--- src/rtl/core/pidt_pkg.sv ---
// ----------------------------------------------------------------------------
// pidt_pkg
// shared widths, action codes and the result beat type of the protected id
// table
// ----------------------------------------------------------------------------
`default_nettype none

package pidt_pkg;

    localparam int DEFAULT_DEPTH = 256;

    localparam int ACTION_W = 3;
    localparam int PID_W    = 32;
    localparam int INDEX_W  = 8;
    localparam int COUNT_W  = 8;

    localparam logic [ACTION_W-1:0] ACT_ADD    = 3'd0;
    localparam logic [ACTION_W-1:0] ACT_REMOVE = 3'd1;
    localparam logic [ACTION_W-1:0] ACT_CHECK  = 3'd2;
    localparam logic [ACTION_W-1:0] ACT_EXIT   = 3'd3;
    localparam logic [ACTION_W-1:0] ACT_READ   = 3'd4;

    typedef struct packed {
        logic               ok;
        logic               is_protected;
        logic [COUNT_W-1:0] entry_count;
        logic [PID_W-1:0]   entry_value;
    } res_t;

endpackage

`default_nettype wire

--- src/rtl/core/pidt_in_if.sv ---
// ----------------------------------------------------------------------------
// pidt_in_if
// request channel: one action beat with identifier and read index
// ----------------------------------------------------------------------------
`default_nettype none

interface pidt_in_if;

    logic                         valid;
    logic                         ready;
    logic [pidt_pkg::ACTION_W-1:0] action;
    logic [pidt_pkg::PID_W-1:0]    pid;
    logic [pidt_pkg::INDEX_W-1:0]  index;

    modport source (output valid, output action, output pid, output index, input ready);
    modport sink   (input valid, input action, input pid, input index, output ready);

endinterface

`default_nettype wire

--- src/rtl/core/pidt_ctrl.sv ---
// ----------------------------------------------------------------------------
// pidt_ctrl
// action sequencer: runs add, remove, check, exit and read against the store,
// keeps the live count and flop copies of the two front entries
// ----------------------------------------------------------------------------
`default_nettype none

module pidt_ctrl #(
    parameter int DEPTH = pidt_pkg::DEFAULT_DEPTH,
    parameter int AW    = $clog2(DEPTH)
) (
    input  wire logic                       clk,
    input  wire logic                       rst_n,
    pidt_in_if.sink                         req,
    output logic                            mem_ren,
    output logic      [AW-1:0]              mem_raddr,
    output logic                            mem_we,
    output logic      [AW-1:0]              mem_waddr,
    output logic      [pidt_pkg::PID_W-1:0] mem_wdata,
    input  wire logic [pidt_pkg::PID_W-1:0] mem_rdata,
    output logic                            res_valid,
    input  wire logic                       res_ready,
    output pidt_pkg::res_t                  res
);

    localparam int CW = (AW > pidt_pkg::COUNT_W) ? AW : pidt_pkg::COUNT_W;
    localparam logic [AW-1:0] FULL = AW'(DEPTH - 1);

    localparam logic [2:0] ST_IDLE   = 3'd0;
    localparam logic [2:0] ST_EXEC   = 3'd1;
    localparam logic [2:0] ST_SEARCH = 3'd2;
    localparam logic [2:0] ST_FETCH  = 3'd3;
    localparam logic [2:0] ST_READ   = 3'd4;
    localparam logic [2:0] ST_DONE   = 3'd5;

    logic [2:0]                    state_reg,  state_next;
    logic [AW-1:0]                 count_reg,  count_next;
    logic [pidt_pkg::PID_W-1:0]    front0_reg, front0_next;
    logic [pidt_pkg::PID_W-1:0]    front1_reg, front1_next;
    logic [AW-1:0]                 scan_reg,   scan_next;
    logic                          pend_reg,   pend_next;
    logic [AW-1:0]                 paddr_reg,  paddr_next;
    logic [AW-1:0]                 hit_reg,    hit_next;
    logic                          ok_reg,     ok_next;
    logic                          prot_reg,   prot_next;
    logic [pidt_pkg::PID_W-1:0]    value_reg,  value_next;

    logic [pidt_pkg::ACTION_W-1:0] act_reg;
    logic [pidt_pkg::PID_W-1:0]    pid_reg;
    logic [pidt_pkg::INDEX_W-1:0]  idx_reg;

    logic [AW-1:0] last;
    logic          prot_now;
    logic          idx_live;
    logic [CW-1:0] count_wide;

    assign last       = count_reg - AW'(1);
    assign prot_now   = (front0_reg == pid_reg) || (front1_reg == pid_reg);
    assign idx_live   = CW'(idx_reg) < CW'(count_reg);
    assign count_wide = CW'(count_reg);
    assign req.ready  = (state_reg == ST_IDLE);

    assign res.ok           = ok_reg;
    assign res.is_protected = prot_reg;
    assign res.entry_count  = count_wide[pidt_pkg::COUNT_W-1:0];
    assign res.entry_value  = value_reg;

    always_comb
    begin
        state_next  = state_reg;
        count_next  = count_reg;
        front0_next = front0_reg;
        front1_next = front1_reg;
        scan_next   = scan_reg;
        pend_next   = pend_reg;
        paddr_next  = paddr_reg;
        hit_next    = hit_reg;
        ok_next     = ok_reg;
        prot_next   = prot_reg;
        value_next  = value_reg;
        mem_ren     = 1'b0;
        mem_raddr   = '0;
        mem_we      = 1'b0;
        mem_waddr   = '0;
        mem_wdata   = '0;
        res_valid   = 1'b0;

        unique case (state_reg)
            ST_IDLE:
            begin
                if (req.valid)
                begin
                    state_next = ST_EXEC;
                end
            end
            ST_EXEC:
            begin
                ok_next    = 1'b0;
                prot_next  = 1'b0;
                value_next = '0;
                state_next = ST_DONE;
                unique case (act_reg) inside
                    pidt_pkg::ACT_ADD:
                    begin
                        if (count_reg < FULL)
                        begin
                            ok_next = 1'b1;
                            if (pid_reg == '0)
                            begin
                                count_next = '0;
                            end
                            else
                            begin
                                mem_we     = 1'b1;
                                mem_waddr  = count_reg;
                                mem_wdata  = pid_reg;
                                count_next = count_reg + AW'(1);
                                if (count_reg == AW'(0))
                                begin
                                    front0_next = pid_reg;
                                end
                                if (count_reg == AW'(1))
                                begin
                                    front1_next = pid_reg;
                                end
                            end
                        end
                    end
                    pidt_pkg::ACT_REMOVE, pidt_pkg::ACT_EXIT:
                    begin
                        if (act_reg == pidt_pkg::ACT_EXIT)
                        begin
                            prot_next = prot_now;
                        end
                        if ((act_reg == pidt_pkg::ACT_REMOVE || prot_now)
                            && count_reg != '0)
                        begin
                            state_next = ST_SEARCH;
                            scan_next  = '0;
                            pend_next  = 1'b0;
                        end
                    end
                    pidt_pkg::ACT_CHECK:
                    begin
                        prot_next = prot_now;
                    end
                    pidt_pkg::ACT_READ:
                    begin
                        if (idx_live)
                        begin
                            mem_ren    = 1'b1;
                            mem_raddr  = AW'(idx_reg);
                            state_next = ST_READ;
                        end
                    end
                    default:
                    begin
                    end
                endcase
            end
            ST_SEARCH:
            begin
                if (pend_reg && mem_rdata == pid_reg)
                begin
                    ok_next = 1'b1;
                    if (paddr_reg == '0)
                    begin
                        // match at the front clears the whole live range
                        count_next  = '0;
                        front0_next = '0;
                        if (count_reg != AW'(1))
                        begin
                            front1_next = '0;
                        end
                        state_next  = ST_DONE;
                    end
                    else
                    begin
                        mem_ren    = 1'b1;
                        mem_raddr  = last;
                        hit_next   = paddr_reg;
                        state_next = ST_FETCH;
                    end
                end
                else if (!pend_reg && scan_reg >= count_reg && scan_reg != '0)
                begin
                    state_next = ST_DONE;
                end
                else if (scan_reg < count_reg)
                begin
                    mem_ren    = 1'b1;
                    mem_raddr  = scan_reg;
                    paddr_next = scan_reg;
                    pend_next  = 1'b1;
                    scan_next  = scan_reg + AW'(1);
                end
                else
                begin
                    pend_next = 1'b0;
                end
            end
            ST_FETCH:
            begin
                // last entry moves into the hole, last slot reads as zero
                mem_we     = 1'b1;
                mem_waddr  = hit_reg;
                mem_wdata  = mem_rdata;
                count_next = last;
                if (last == AW'(1))
                begin
                    front1_next = '0;
                end
                else if (hit_reg == AW'(1))
                begin
                    front1_next = mem_rdata;
                end
                state_next = ST_DONE;
            end
            ST_READ:
            begin
                ok_next    = 1'b1;
                value_next = mem_rdata;
                state_next = ST_DONE;
            end
            ST_DONE:
            begin
                res_valid = 1'b1;
                if (res_ready)
                begin
                    state_next = ST_IDLE;
                end
            end
            default:
            begin
                state_next = ST_IDLE;
            end
        endcase
    end

    always_ff @(posedge clk or negedge rst_n)
    begin
        if (!rst_n)
        begin
            state_reg  <= ST_IDLE;
            count_reg  <= '0;
            front0_reg <= '0;
            front1_reg <= '0;
            scan_reg   <= '0;
            pend_reg   <= 1'b0;
            paddr_reg  <= '0;
            hit_reg    <= '0;
            ok_reg     <= 1'b0;
            prot_reg   <= 1'b0;
            value_reg  <= '0;
        end
        else
        begin
            state_reg  <= state_next;
            count_reg  <= count_next;
            front0_reg <= front0_next;
            front1_reg <= front1_next;
            scan_reg   <= scan_next;
            pend_reg   <= pend_next;
            paddr_reg  <= paddr_next;
            hit_reg    <= hit_next;
            ok_reg     <= ok_next;
            prot_reg   <= prot_next;
            value_reg  <= value_next;
        end
    end

    always_ff @(posedge clk)
    begin
        if (req.valid && req.ready)
        begin
            act_reg <= req.action;
            pid_reg <= req.pid;
            idx_reg <= req.index;
        end
    end

    a_write_state: assert property (@(posedge clk) disable iff (!rst_n)
        mem_we |-> (state_reg == ST_EXEC || state_reg == ST_FETCH))
        else $error("store written outside add or move");

    a_accept_exec: assert property (@(posedge clk) disable iff (!rst_n)
        (req.valid && req.ready) |=> (state_reg == ST_EXEC))
        else $error("accepted beat not executed");

    a_fetch_from_search: assert property (@(posedge clk) disable iff (!rst_n)
        (state_reg == ST_FETCH) |-> ($past(state_reg) == ST_SEARCH))
        else $error("move without search hit");

    a_count_step: assert property (@(posedge clk) disable iff (!rst_n)
        !$stable(count_reg) |-> (count_reg == '0
            || count_reg == AW'($past(count_reg) + AW'(1))
            || count_reg == AW'($past(count_reg) - AW'(1))))
        else $error("live count jumped");

    a_count_bound: assert property (@(posedge clk) disable iff (!rst_n)
        count_reg <= FULL)
        else $error("live count above limit");

endmodule

`default_nettype wire

--- src/flat_wrapper.sv ---
// flat-port wrapper written by rule: the top's interface ports become plain ports
module pidt_ctrl_flat 
#(
    parameter int DEPTH = pidt_pkg::DEFAULT_DEPTH,
    parameter int AW    = $clog2(DEPTH)
)
  (clk, rst_n, mem_ren, mem_raddr, mem_we, mem_waddr, mem_wdata, mem_rdata, res_valid, res_ready, res, req_valid, req_action, req_pid, req_index, req_ready);
  pidt_in_if req_i ();
  input  wire logic clk;
  input  wire logic rst_n;
  output logic mem_ren;
  output logic      [AW-1:0] mem_raddr;
  output logic mem_we;
  output logic      [AW-1:0] mem_waddr;
  output logic      [pidt_pkg::PID_W-1:0] mem_wdata;
  input  wire logic [pidt_pkg::PID_W-1:0] mem_rdata;
  output logic res_valid;
  input  wire logic res_ready;
  output pidt_pkg::res_t res;
  input wire logic [$bits(req_i.valid)-1:0] req_valid;
  input wire logic [$bits(req_i.action)-1:0] req_action;
  input wire logic [$bits(req_i.pid)-1:0] req_pid;
  input wire logic [$bits(req_i.index)-1:0] req_index;
  output wire logic [$bits(req_i.ready)-1:0] req_ready;
  assign req_i.valid = req_valid;
  assign req_i.action = req_action;
  assign req_i.pid = req_pid;
  assign req_i.index = req_index;
  assign req_ready = req_i.ready;
  pidt_ctrl #(.DEPTH(DEPTH), .AW(AW)) u_core (.clk(clk), .rst_n(rst_n), .req(req_i), .mem_ren(mem_ren), .mem_raddr(mem_raddr), .mem_we(mem_we), .mem_waddr(mem_waddr), .mem_wdata(mem_wdata), .mem_rdata(mem_rdata), .res_valid(res_valid), .res_ready(res_ready), .res(res));
endmodule
--- config.mk ---
export PLATFORM = sky130hd
export DESIGN_NAME = pidt_ctrl_flat
export DESIGN_NICKNAME = d
export VERILOG_FILES = /design/src/rtl/core/pidt_pkg.sv /design/src/rtl/core/pidt_in_if.sv /design/src/rtl/core/pidt_ctrl.sv /design/src/flat_wrapper.sv
export SDC_FILE = /design/constraint.sdc
export NUM_CORES = 1
export LEC_CHECK = 0
export BUFFER_PORTS_ARGS = -buffer_cell sky130_fd_sc_hd__buf_4
export CORE_MARGIN = 1
export CORE_UTILIZATION = 55
export CTS_BUF_LIST = sky130_fd_sc_hd__clkbuf_2 sky130_fd_sc_hd__clkbuf_4 sky130_fd_sc_hd__clkbuf_8
export DETAILED_ROUTE_END_ITERATION = 6
export PLACE_DENSITY = 0.79
export SYNTH_ARGS = -nofsm -noshare
export SYNTH_HDL_FRONTEND = slang
export SYNTH_SLANG_ARGS = --single-unit
--- constraint.sdc ---
create_clock -name clk -period 3.2 [get_ports clk]
set_clock_uncertainty 0.2 [all_clocks]
set_input_delay 0.16 -clock clk [delete_from_list [all_inputs] [get_ports clk]]
set_output_delay 0.16 -clock clk [all_outputs]
set_load 0.01 [all_outputs]
* Word-level counts from Yosys, hierarchy flattened
Cells that the tools add are included.
** Cells by class
- Divide/modulo/power cells :: 0
- Eq/ne operators :: 33
- Reductions and logical operators :: 30
- Multiply operators :: 0
- Shifts and indexed selects :: 0
- Add/subtract/negate cells :: 3
- Bitwise logic cells :: 3
- Muxes and demuxes :: 77
- Order comparisons :: 4
** Operators by type and width (count)
- two-way mux 32 bit :: 18
- case mux 32 bit (2 select lines) :: 3
- two-way mux 8 bit :: 19
- == test 32 bit :: 3
- case mux 32 bit (3 select lines) :: 1
- case mux 8 bit (2 select lines) :: 3
- logical NOT 32 bit :: 1
- == test 8 x 1 -> 1 bit (second input constant) :: 3
- case mux 8 bit (3 select lines) :: 1
- two-way mux 1 bit :: 19
- two-way mux 3 bit :: 6
- != test 2 x 1 -> 1 bit (second input constant) :: 9
- adder 8 x 1 -> 8 bit (second input constant) :: 2
- logical NOT 8 bit :: 2
- < comparator 8 bit :: 2
- nonzero test 8 bit :: 2
- case mux 3 bit (5 select lines) :: 1
- == test 3 x 2 -> 1 bit (second input constant) :: 4
- != test 2 bit (second input constant) :: 6
- AND reduction 5 bit :: 2
- == test 3 bit (second input constant) :: 3
- AND reduction 9 bit :: 1
- >= comparator 8 bit :: 1
- < comparator 8 bit (second input constant) :: 1
- 20 further kinds :: 37
** Storage, ports and cells
- Logic and storage cells :: 164
- ROM bits :: 0
- Latch bits :: 0
- Bits in registers :: 177
- Memories kept :: 0
- Memory bits (writable) :: 0

* Longest topological paths before layout
Gate-level depths: netlist of the first run.
- Depth in word-level cells :: 7
- Mapped depth :: 12
- Depth with buffers taken out :: 9

* Least setup slack after synthesis of the first run
No wires, ideal clock.
- Path type :: register to register
- From :: register u_core.count_reg[2]
- To :: register u_core.front1_reg[10] (netlist bit)
- Stages on the path, launching flop included :: 9
- Path slack :: 343 ps
- Clock period less this slack :: 2857 ps
- Arrival :: 2532 ps
- Path through :: dfrtp_1 -> buf_2 -> nor4_2 -> nand4_1 -> xnor2_1 -> a41oi_1 -> a211oi_4 -> buf_6 -> mux2_2
** Between the ends
- Longest elaborated chain between the ends :: 4
- Elaborated cells between the ends (all ways) :: 12
- Classes of those cells :: add/sub: 1; order compare: 1; eq/ne: 7; mux: 2; reduce/logical: 1
** Ends and longest elaborated chain
- start, declared :: RTL line pidt_ctrl.sv:37 : logic [AW-1:0] count_reg, count_next;
- start signal, assigned :: RTL line pidt_ctrl.sv:259 : count_reg <= count_next;
- subtractor 8 x 1 -> 8 bit :: RTL line pidt_ctrl.sv:57 : assign last = count_reg - AW'(1);
- == test 8 x 1 -> 1 bit :: RTL line pidt_ctrl.sv:209 : if (last == AW'(1))
- != test 3 x 1 -> 1 bit (no source line) or two-way mux 32 bit (tied branches)
- AND reduction 9 bit (no source line) or case mux 32 bit (3 select lines) (tied branches)
- end signal, assigned :: RTL line pidt_ctrl.sv:261 : front1_reg <= front1_next;
- end, declared :: RTL line pidt_ctrl.sv:39 : logic [pidt_pkg::PID_W-1:0] front1_reg, front1_next;
Several ways; a longest one is shown, not always the timed one.
A chain may end at the register's enable or synchronous reset.

* Final worst setup path of the first run
- From :: register u_core.pid_reg[5] (netlist bit)
- To :: output port mem_raddr[5]
** Between the ends
- Longest elaborated chain between the ends :: 4
** Ends and longest elaborated chain
- start, declared :: RTL line pidt_ctrl.sv:49 : logic [pidt_pkg::PID_W-1:0] pid_reg;
- start signal, assigned :: RTL line pidt_ctrl.sv:277 : pid_reg <= req.pid;
- == test 32 bit :: RTL line pidt_ctrl.sv:163 : if (pend_reg && mem_rdata == pid_reg)
- logical AND 1 bit :: RTL line pidt_ctrl.sv:163
- two-way mux 8 bit :: RTL line pidt_ctrl.sv:163
- case mux 8 bit (2 select lines) :: RTL line pidt_ctrl.sv:88 : unique case (state_reg)
- end, declared :: RTL line flat_wrapper.sv:12 : output logic [AW-1:0] mem_raddr;
No other way between the ends.

==> results.sh, run 1 <==
export IMPL_synth_seq_cells=177
export IMPL_holdWs_ns=0.180
export IMPL_cp_end_kind="output pin"
export IMPL_grt_start_max_net_pins=62
export IMPL_drtAntennaViolNets=0
export IMPL_die_x_um=136
export IMPL_initial_utilization_pct=56.8
export IMPL_cp_max_fo=5
export IMPL_final_area_sq_mm=0.0135
export IMPL_core_sq_mm=0.0174
export IMPL_postSynthAreaPerCell_sq_um=10.7
export IMPL_grt_overflow=0
export IMPL_syn_num_nets=1028
export IMPL_holdCritPathClass="in2reg"
export IMPL_final_cells=1455
export IMPL_preCtsSetupSlack_ns=0.120
export IMPL_clk_path_buf_depth=2
export IMPL_n_antenna_cell=0
export IMPL_wl_per_cell_um=24.2
export IMPL_critPathArrivalTime_ns=2.89
export IMPL_syn_area_sq_mm=0.00989
export IMPL_postSynthCellCount=927
export IMPL_drive_above_1_share_pct=32.7
export IMPL_routed_via_density=6.34
export IMPL_clock_latency_ns=0.49
export IMPL_setup_violations=7
export IMPL_multi_input_area_sq_mm=0.00510
export IMPL_antenna_found_initial=0
export IMPL_finalPower_mw=9.96
export IMPL_die_h_um=136
export IMPL_dr_pass1_iters=7
export IMPL_hold_viol_final=0
export IMPL_p_leak_nw=6.36
export IMPL_failed_checks="setup timing"
export IMPL_routed_wl_um=35200
export IMPL_fin_crit_sh_pct=102
export IMPL_vias=9226
export IMPL_placed_area_sq_mm=0.0116
export IMPL_row_count=48
export IMPL_fin_nets=1318
export IMPL_grt_pass1_wl_um=50400
export IMPL_yosysSeqAreaShare_pct=47.0
export IMPL_period_minus_slack_ns=3.25
export IMPL_slew_violations=0
export IMPL_fillCellCount=1117
export IMPL_power_density_mw_per_mm2=738
export IMPL_synth_edf_count=43
export IMPL_seqCellArea_sq_mm=0.00465
export IMPL_maxSlewHeadroom_pct=45.1
export IMPL_drc_errors=0
export IMPL_portBuffers=172
export IMPL_max_cap_viol_count=0
export IMPL_critPathKind="reg2out"
export IMPL_path_clk_slew_ns=0.11
export IMPL_grt_setup_unrepaired="true"
export IMPL_cts_tree="yes"
export IMPL_place_congestion=0.960
export IMPL_ctsRootBufferMaster="clkbuf_8"
export IMPL_grt_util_all_layers_pct=36.8
export IMPL_worst_slack_ns=-0.0526
export IMPL_synth_ff_type="dfrtp_1"
export IMPL_clock_sinks=177
export IMPL_timing_fmax_mhz=307
export IMPL_numCtsBuffers=17
export IMPL_worst_pin_slew_ns=0.822
export IMPL_synthToLayoutAreaGrowth_pct=36.5
export IMPL_ys_warn_count=0
export IMPL_synth_cell_type_count=61
export IMPL_grt_pass1_vias=8842
export IMPL_cp_required_ns=2.84
export IMPL_h_tree_depth=4
export IMPL_vdd_drop_max_mv=0.471
export IMPL_status="finished with violations"
export IMPL_start_kind="flip-flop"
export IMPL_io_pins=173
export IMPL_drtIter0Drc=1093
export IMPL_async_reset_ff_share_pct=75.7
export IMPL_die_area_sq_mm=0.0185
export IMPL_hpwlAfterDp_um=22100
export IMPL_place_inst=1307
placed cells by master (no fill, tap or decap), types with 12 or more instances in the layout:
cell type / instances
buf_4: 254
dfrtp_1: 128
edfxtp_1: 43
xnor2_1: 76
nand2_1: 64
xnor2_2: 22
o21ai_0: 27
nor2_1: 22
dlygate4sd3_1: 80
a21oi_1: 12
nor3_1: 13
nor4_1: 12
clkbuf_8: 18
mux2_1: 13
nand3_1: 15
ha_1: 21
inv_1: 55
mux2i_1: 34
nand4_1: 35
a22o_1: 100
mux2_2: 28
per-layer routing:
metal,GRT usage (%),up-vias,wire [um]
li1,-,3957,-
met1,47.0,4545,13600
met2,60.1,588,16900
met3,6.75,136,2950
met4,18.1,0,1730
met5,0,-,0
repair_timing:
item / in CTS / in global routing
hold buffers: 80 / 1
setup buffers: 11 / 18
endpoints found under the setup margin: 49 / 83
pin swaps: 5 / 17
endpoints found under the hold margin: 243 / 1
resized for setup: 23 / 54
gates cloned: 3 / 4
synth_stat cells, types with 3 or more instances:
master / instances / area, sq um
and3_1: 4 / 25.0
buf_2: 14 / 70.1
nor3_1: 16 / 80.1
mux2_2: 28 / 315
nand4_1: 35 / 219
and2_1: 3 / 18.8
a21oi_1: 12 / 60.1
edfxtp_1: 43 / 1290
nor2b_1: 3 / 18.8
o211ai_1: 7 / 52.6
a22oi_1: 9 / 67.6
buf_6: 6 / 67.6
mux2_1: 13 / 146
buf_4: 3 / 22.5
mux2i_1: 34 / 340
xor2_1: 6 / 52.6
or4_1: 7 / 52.6
a21o_1: 9 / 67.6
o22ai_1: 9 / 56.3
a31oi_1: 6 / 37.5
ha_1: 22 / 275
nor4_1: 17 / 106
nand2_1: 65 / 244
xnor2_1: 98 / 858
dfrtp_1: 134 / 3350
nand3_1: 17 / 85.1
clkbuf_1: 52 / 195
o32ai_1: 3 / 26.3
a311o_1: 4 / 40.0
o21ai_0: 28 / 140
a22o_1: 100 / 876
inv_1: 58 / 218
nor2_1: 26 / 97.6
through the flow:
step / utilization (%) / TNS, ns
2_1_floorplan: - / 0
3_3_place_gp: 66.7 / 0
3_5_place_dp: 66.7 / 0
4_1_cts: 74.8 / 0
5_1_grt: 77.5 / -0.755
6_report: 77.5 / -0.240
cells by family after synthesis:
group | count (synthesis) | share of synthesized area [%]
buffers and inverters | 135 | 5.87
xor gates and xnor gates | 104 | 9.21
adders and majority gates | 22 | 2.78
DFF | 177 | 47.0
muxes | 75 | 8.11
and+or+nand+nor | 208 | 10.9
AOI/OAI and AO/OA | 206 | 16.1
worst max-delay path, cell delays in order (launching register included):
cell,delay (ns)
edfxtp_1,0.49
xnor2_2,0.30
nand4_1,0.13
or4_4,0.53
nor4b_4,0.31
buf_6,0.17
nand2_4,0.09
o22ai_2,0.15
a21o_1,0.12
buf_4,0.12
where the power goes:
group          switching (mW)  internal (mW)  leakage (nW)  total (mW)
combinational            2.71           2.21          4.18        4.92
clock                   0.927          0.611         0.196        1.54
sequential              0.557           2.95          1.98        3.51
total                    4.19           5.77          6.36        9.96
cell type report:
| class | instances | share of cell area (%) |
|---|---|---|
| Multi-Input combinational cell | 620 | 37.8 |
| Sequential cell | 177 | 34.5 |
| Timing Repair Buffer | 343 | 21.1 |
| Tap cell | 225 | 2.09 |
| Clock buffer | 20 | 1.95 |
| Inverter | 58 | 1.61 |
| Clock inverter | 12 | 0.909 |
worst paths after layout:
check                                                 start                                 to  slack, ns  cells after the start
min reg2reg                u_core.value_reg[22]$_DFFE_PN0P_   u_core.value_reg[22]$_DFFE_PN0P_       0.31                      1
max in group asynchronous                             rst_n    u_core.count_reg[5]$_DFFE_PN0P_       0.99                      4
min in group asynchronous                             rst_n    u_core.count_reg[0]$_DFFE_PN0P_       0.48                      3
max reg2reg                 u_core.count_reg[0]$_DFFE_PN0P_  u_core.front1_reg[26]$_DFFE_PN0P_       0.04                     11
max                             u_core.pid_reg[5]$_DFFE_PP_                       mem_raddr[5]      -0.05                      9
min                                            req_index[6]        u_core.idx_reg[6]$_DFFE_PP_       0.18                      2
No activity file was read; power rests on OpenSTA's default activity.
==> inputs of run 2 (changes only) <==
--- a/config.mk
+++ b/config.mk
@@ -6,11 +6,14 @@
 export NUM_CORES = 1
 export LEC_CHECK = 0
 export BUFFER_PORTS_ARGS = -buffer_cell sky130_fd_sc_hd__buf_4
+export CELL_PAD_IN_SITES_DETAIL_PLACEMENT = 1
+export CELL_PAD_IN_SITES_GLOBAL_PLACEMENT = 1
 export CORE_MARGIN = 1
-export CORE_UTILIZATION = 55
+export CORE_UTILIZATION = 46
 export CTS_BUF_LIST = sky130_fd_sc_hd__clkbuf_2 sky130_fd_sc_hd__clkbuf_4 sky130_fd_sc_hd__clkbuf_8
 export DETAILED_ROUTE_END_ITERATION = 6
-export PLACE_DENSITY = 0.79
+export PLACE_DENSITY_LB_ADDON = 0.1
+export SLEW_MARGIN = 25
 export SYNTH_ARGS = -nofsm -noshare
 export SYNTH_HDL_FRONTEND = slang
 export SYNTH_SLANG_ARGS = --single-unit
==> results.sh, run 2 (synthesis gave the netlist of run 1 again) <==
export IMPL_status="finished with violations"
export IMPL_failed_checks="setup timing"
export IMPL_cts_tree="yes"
export IMPL_core_sq_mm=0.0210
export IMPL_cp_end_kind="output pin"
export IMPL_hold_viol_final=0
export IMPL_routed_via_density=6.22
export IMPL_final_area_sq_mm=0.0139
export IMPL_clk_path_buf_depth=2
export IMPL_preCtsSetupSlack_ns=0.0190
export IMPL_die_x_um=149
export IMPL_start_kind="flip-flop"
export IMPL_io_pins=173
export IMPL_grt_overflow=0
export IMPL_timing_fmax_mhz=296
export IMPL_portBuffers=172
export IMPL_grt_util_all_layers_pct=35.6
export IMPL_fillCellCount=2142
export IMPL_wl_per_cell_um=26.5
export IMPL_clock_latency_ns=0.49
export IMPL_grt_pass1_vias=9427
export IMPL_maxSlewHeadroom_pct=42.0
export IMPL_drc_errors=0
export IMPL_p_clk_share_pct=15.6
export IMPL_final_cells=1528
export IMPL_drive_above_1_share_pct=34.4
export IMPL_p_leak_nw=6.50
export IMPL_clock_sinks=177
export IMPL_max_cap_viol_count=0
export IMPL_drtIter0Drc=967
export IMPL_period_minus_slack_ns=3.38
export IMPL_placed_area_sq_mm=0.0118
export IMPL_final_common_cell="buf_4"
export IMPL_ff2ff_setup_slack_ns=-0.03
export IMPL_place_inst=1366
export IMPL_n_antenna_cell=0
export IMPL_antenna_found_initial=0
export IMPL_slew_violations=0
export IMPL_worst_pin_slew_ns=0.869
export IMPL_final_cell_mix="268 x buf_4, 130 x dfrtp_1, 100 x a22o_1"
export IMPL_vias=9497
export IMPL_power_internal_mw=6.02
export IMPL_drtAntennaViolNets=0
export IMPL_row_count=53
export IMPL_die_area_sq_mm=0.0221
export IMPL_critPathKind="reg2out"
export IMPL_power_switching_mw=4.47
export IMPL_setup_violations=56
export IMPL_cp_max_fo=5
export IMPL_worst_slack_ns=-0.182
export IMPL_grt_setup_unrepaired="true"
export IMPL_holdCritPathClass="in2async"
export IMPL_hpwlAfterDp_um=25400
export IMPL_sequentialPowerShare_pct=33.6
export IMPL_fin_nets=1341
export IMPL_path_clk_slew_ns=0.10
export IMPL_h_tree_depth=4
export IMPL_grt_start_max_net_pins=66
export IMPL_swShare_pct=42.6
export IMPL_synthToLayoutAreaGrowth_pct=40.9
export IMPL_fin_crit_sh_pct=106
export IMPL_routed_wl_um=40500
export IMPL_vdd_drop_max_mv=0.377
export IMPL_grt_pass1_wl_um=58000
export IMPL_dr_pass1_iters=5
export IMPL_critPathArrivalTime_ns=3.02
export IMPL_place_congestion=0.883
export IMPL_power_density_mw_per_mm2=753
export IMPL_die_h_um=149
export IMPL_ctsRootBufferMaster="clkbuf_8"
export IMPL_combPwrFrac_pct=50.7
export IMPL_initial_utilization_pct=47.0
export IMPL_cp_required_ns=2.84
export IMPL_post_route_util_pct=66.2
export IMPL_numCtsBuffers=17
==> run 2: cell type report <==
| class | instances | area, sq um | share of cell area, % |
|---|---|---|---|
| multi-input cells | 616 | 5160 | 37.1 |
| flip-flops and latches | 177 | 4650 | 33.4 |
| repair buffers | 370 | 3150 | 22.7 |
| well taps | 275 | 344 | 2.47 |
| clock buffers | 19 | 255 | 1.83 |
| inverters | 58 | 224 | 1.61 |
| clock inverters | 13 | 136 | 0.979 |
==> run 2: power by group through the flow <==
stage / logic, mW / registers, mW / clock network, mW
after floorplan: 2.62 / 3.40 / 0
after global placement: 4.26 / 3.53 / 0
after global routing: 5.59 / 3.58 / 1.73
after detailed placement: 4.38 / 3.55 / 0
final: 5.32 / 3.53 / 1.64
after CTS: 4.90 / 3.49 / 1.65
==> run 2: per-stage QoR <==
stage / hold WS, ns / TNS (ns) / total power, mW
after floorplan: -0.336 / 0 / 6.01
after global placement: 0.0126 / 0 / 7.80
after detailed placement: 0.0134 / 0 / 7.93
after CTS: 0.0538 / -0.204 / 10.0
after global routing: 0.0700 / -5.63 / 10.9
final: 0.0290 / -2.87 / 10.5
==> run 2: final timing paths <==
check | startpoint | to | cells after the start
worst max-delay path | u_core.pid_reg[30]$_DFFE_PP_ | mem_raddr[7] | 9
worst min-delay path | rst_n | u_core.hit_reg[0]$_DFFE_PN0P_ | 2
worst max register to register | u_core.count_reg[0]$_DFFE_PN0P_ | u_core.front1_reg[28]$_DFFE_PN0P_ | 9
worst min register to register | u_core.value_reg[31]$_DFFE_PN0P_ | u_core.value_reg[31]$_DFFE_PN0P_ | 1
max in group asynchronous | rst_n | u_core.count_reg[4]$_DFFE_PN0P_ | 3
min in group clk | req_pid[4] | u_core.pid_reg[4]$_DFFE_PP_ | 2
==> run 2: repair_timing <==
action / in CTS / in global routing
gates cloned: 3 / 2
endpoints found under the setup margin: 50 / 83
hold buffers: 78 / 0
gates resized for setup: 58 / 42
hold endpoints to repair: 213 / 0
setup buffers: 32 / 16
pin swaps: 12 / 14
==> run 2: metal layers <==
layer	global-route usage [%]	wire, um	share of wire, %	vias up
li1	-	-	-	3997
met1	50.2	16900	42	4840
met2	55.1	18900	47	566
met3	7.79	3530	8.7	94
met4	9.69	1120	2.8	0
met5	0	0	0	-
==> run 2: worst max-delay path: stages, from the launching register on <==
cell and delay, ns:
edfxtp_1 0.54, xnor2_1 0.34, nand4_1 0.16, or4_4 0.53, nor4b_4 0.26, buf_6 0.19
nand2_8 0.09, o22ai_2 0.15, a21o_1 0.15, buf_4 0.13
==> inputs of run 3 (changes only) <==
--- a/config.mk
+++ b/config.mk
@@ -8,11 +8,13 @@
 export BUFFER_PORTS_ARGS = -buffer_cell sky130_fd_sc_hd__buf_4
 export CELL_PAD_IN_SITES_DETAIL_PLACEMENT = 1
 export CELL_PAD_IN_SITES_GLOBAL_PLACEMENT = 1
+export CORE_ASPECT_RATIO = 1.4
 export CORE_MARGIN = 1
 export CORE_UTILIZATION = 46
 export CTS_BUF_LIST = sky130_fd_sc_hd__clkbuf_2 sky130_fd_sc_hd__clkbuf_4 sky130_fd_sc_hd__clkbuf_8
 export DETAILED_ROUTE_END_ITERATION = 6
 export PLACE_DENSITY_LB_ADDON = 0.1
+export SETUP_SLACK_MARGIN = 0.2
 export SLEW_MARGIN = 25
 export SYNTH_ARGS = -nofsm -noshare
 export SYNTH_HDL_FRONTEND = slang
==> results.sh, run 3 (synthesis gave the netlist of run 1 again) <==
export IMPL_routed_via_density=6.85
export IMPL_final_common_cell="buf_4"
export IMPL_busiest_layer="met2"
export IMPL_fin_nets=1373
export IMPL_routed_wl_um=53100
export IMPL_fillCellCount=2143
export IMPL_io_pins=173
export IMPL_synthToLayoutAreaGrowth_pct=47.2
export IMPL_hold_viol_final=0
export IMPL_met3_usage_pct=10.4
export IMPL_cp_max_fo=4
export IMPL_post_route_util_pct=68.9
export IMPL_place_congestion=0.951
export IMPL_row_count=63
export IMPL_antenna_found_initial=1
export IMPL_worst_pin_slew_ns=1.11
export IMPL_die_h_um=175
export IMPL_grt_util_all_layers_pct=42.4
export IMPL_core_sq_mm=0.0211
export IMPL_hpwlAfterDp_um=27200
export IMPL_ctsRootBufferMaster="clkbuf_8"
export IMPL_drive_above_1_share_pct=38.8
export IMPL_cp_required_ns=3.35
export IMPL_die_x_um=126
export IMPL_critPathArrivalTime_ns=3.88
export IMPL_drtAntennaViolNets=0
export IMPL_grt_overflow=0
export IMPL_grt_pass1_vias=10700
export IMPL_setup_violations=109
export IMPL_path_clk_slew_ns=0.13
export IMPL_dr_pass1_iters=7
export IMPL_vias=10600
export IMPL_fin_crit_sh_pct=116
export IMPL_preCtsSetupSlack_ns=-0.0900
export IMPL_grt_start_max_net_pins=67
export IMPL_failed_checks="DRC, setup timing"
export IMPL_max_cap_viol_count=0
export IMPL_worst_slack_ns=-0.523
export IMPL_initial_utilization_pct=46.8
export IMPL_wl_per_cell_um=34.3
export IMPL_drc_errors=1
export IMPL_clock_latency_ns=0.51
export IMPL_start_kind="flip-flop"
export IMPL_p_leak_nw=6.76
export IMPL_portBuffers=172
export IMPL_period_minus_slack_ns=3.72
export IMPL_clk_path_buf_depth=2
export IMPL_timing_fmax_mhz=269
export IMPL_holdCritPathClass="in2async"
export IMPL_die_area_sq_mm=0.0221
export IMPL_finalPower_mw=11.6
export IMPL_cts_tree="yes"
export IMPL_final_cell_mix="276 x buf_4, 127 x dfrtp_1, 100 x a22o_1"
export IMPL_tns_ns=-29.15
export IMPL_final_area_sq_mm=0.0146
export IMPL_cp_end_kind="flip-flop"
export IMPL_gr_usage_met1_pct=45.1
export IMPL_maxSlewHeadroom_pct=26.1
export IMPL_slew_violations=0
export IMPL_status="finished with violations"
export IMPL_clock_sinks=177
export IMPL_drtIter0Drc=1053
export IMPL_grt_setup_unrepaired="true"
export IMPL_vdd_drop_max_mv=0.419
export IMPL_power_density_mw_per_mm2=797
export IMPL_critPathKind="reg2reg"
export IMPL_placed_area_sq_mm=0.0119
export IMPL_grt_met2_usage_pct=72.1
export IMPL_numCtsBuffers=17
export IMPL_h_tree_depth=4
export IMPL_grt_pass1_wl_um=68400
-- run 3: cell types whose count changed in the layout (fill, tap and decap cells not counted), sizes merged --
cell,change
buf,+31
bufbuf,-2
bufinv,-1
clkinv,+2
clkinvlp,+3
diode,+2
inv,-5
nor2,+4
-- run 3: routing by layer --
metal / part of all wire [%] / up-vias / routed length, um
met3: 9.6 / 377 / 5090
met1: 33 / 5261 / 17300
li1: - / 4065 / -
met2: 47 / 889 / 25200
met5: 0 / - / 0
met4: 10 / 0 / 5450
-- run 3: area by class of cell --
cell class,count,area (sq um),share of cell area (%)
diodes,2,5.00,0.0344
clock buffers,20,256,1.76
clock inverters,12,100,0.688
inverters,58,218,1.50
multi-input cells,620,5490,37.7
flip-flops and latches,177,4650,32.0
well taps,260,325,2.24
repair buffers,398,3500,24.1
-- run 3: repair_timing --
action | CTS | global route
endpoints found under the setup margin | 129 | 136
pin swaps | 29 | 18
buffers inserted | 46 | 15
gates resized for setup | 129 | 59
hold buffers | 78 | 0
cloned | 10 | 1
hold endpoints to repair | 200 | 0
-- run 3: report_power, final --
part           internal [mW]  switching, mW  total, mW
logic                   2.83           3.61       6.45
clock network          0.579          0.988       1.57
registers               2.95          0.628       3.58
-- run 3: per-stage QoR --
step	hold WS (ns)	instances
after global placement	0.0140	1363
after global routing	0.0429	1547
after CTS	0.0573	1529
after detailed placement	0.0157	1363
final	0.00715	1547
after floorplan	-0.336	927
-- run 3: critical path: stages, from the launching register on --
cell      delay [ns]
edfxtp_1        0.62
buf_4           0.24
buf_6           0.13
buf_6           0.13
buf_4           0.15
xnor2_1         0.19
nand4_1         0.21
nor4_1          0.50
buf_4           0.21
a22oi_2         0.11
a311o_2         0.44
a211oi_2        0.31
mux2i_1         0.16
-- run 3: path summary, 6_finish.rpt --
path	from	end	slack, ns	cells after the start
max in group asynchronous	rst_n	u_core.scan_reg[7]$_DFFE_PN0P_	1.94	3
max reg2reg	u_core.pid_reg[31]$_DFFE_PP_	u_core.scan_reg[0]$_DFFE_PN0P_	-0.52	12
min in group clk	req_index[4]	u_core.idx_reg[4]$_DFFE_PP_	0.17	2
max	u_core.pid_reg[31]$_DFFE_PP_	u_core.scan_reg[0]$_DFFE_PN0P_	-0.52	12
min reg2reg	u_core.value_reg[21]$_DFFE_PN0P_	u_core.value_reg[21]$_DFFE_PN0P_	0.31	1
min	rst_n	u_core.count_reg[2]$_DFFE_PN0P_	0.007	2
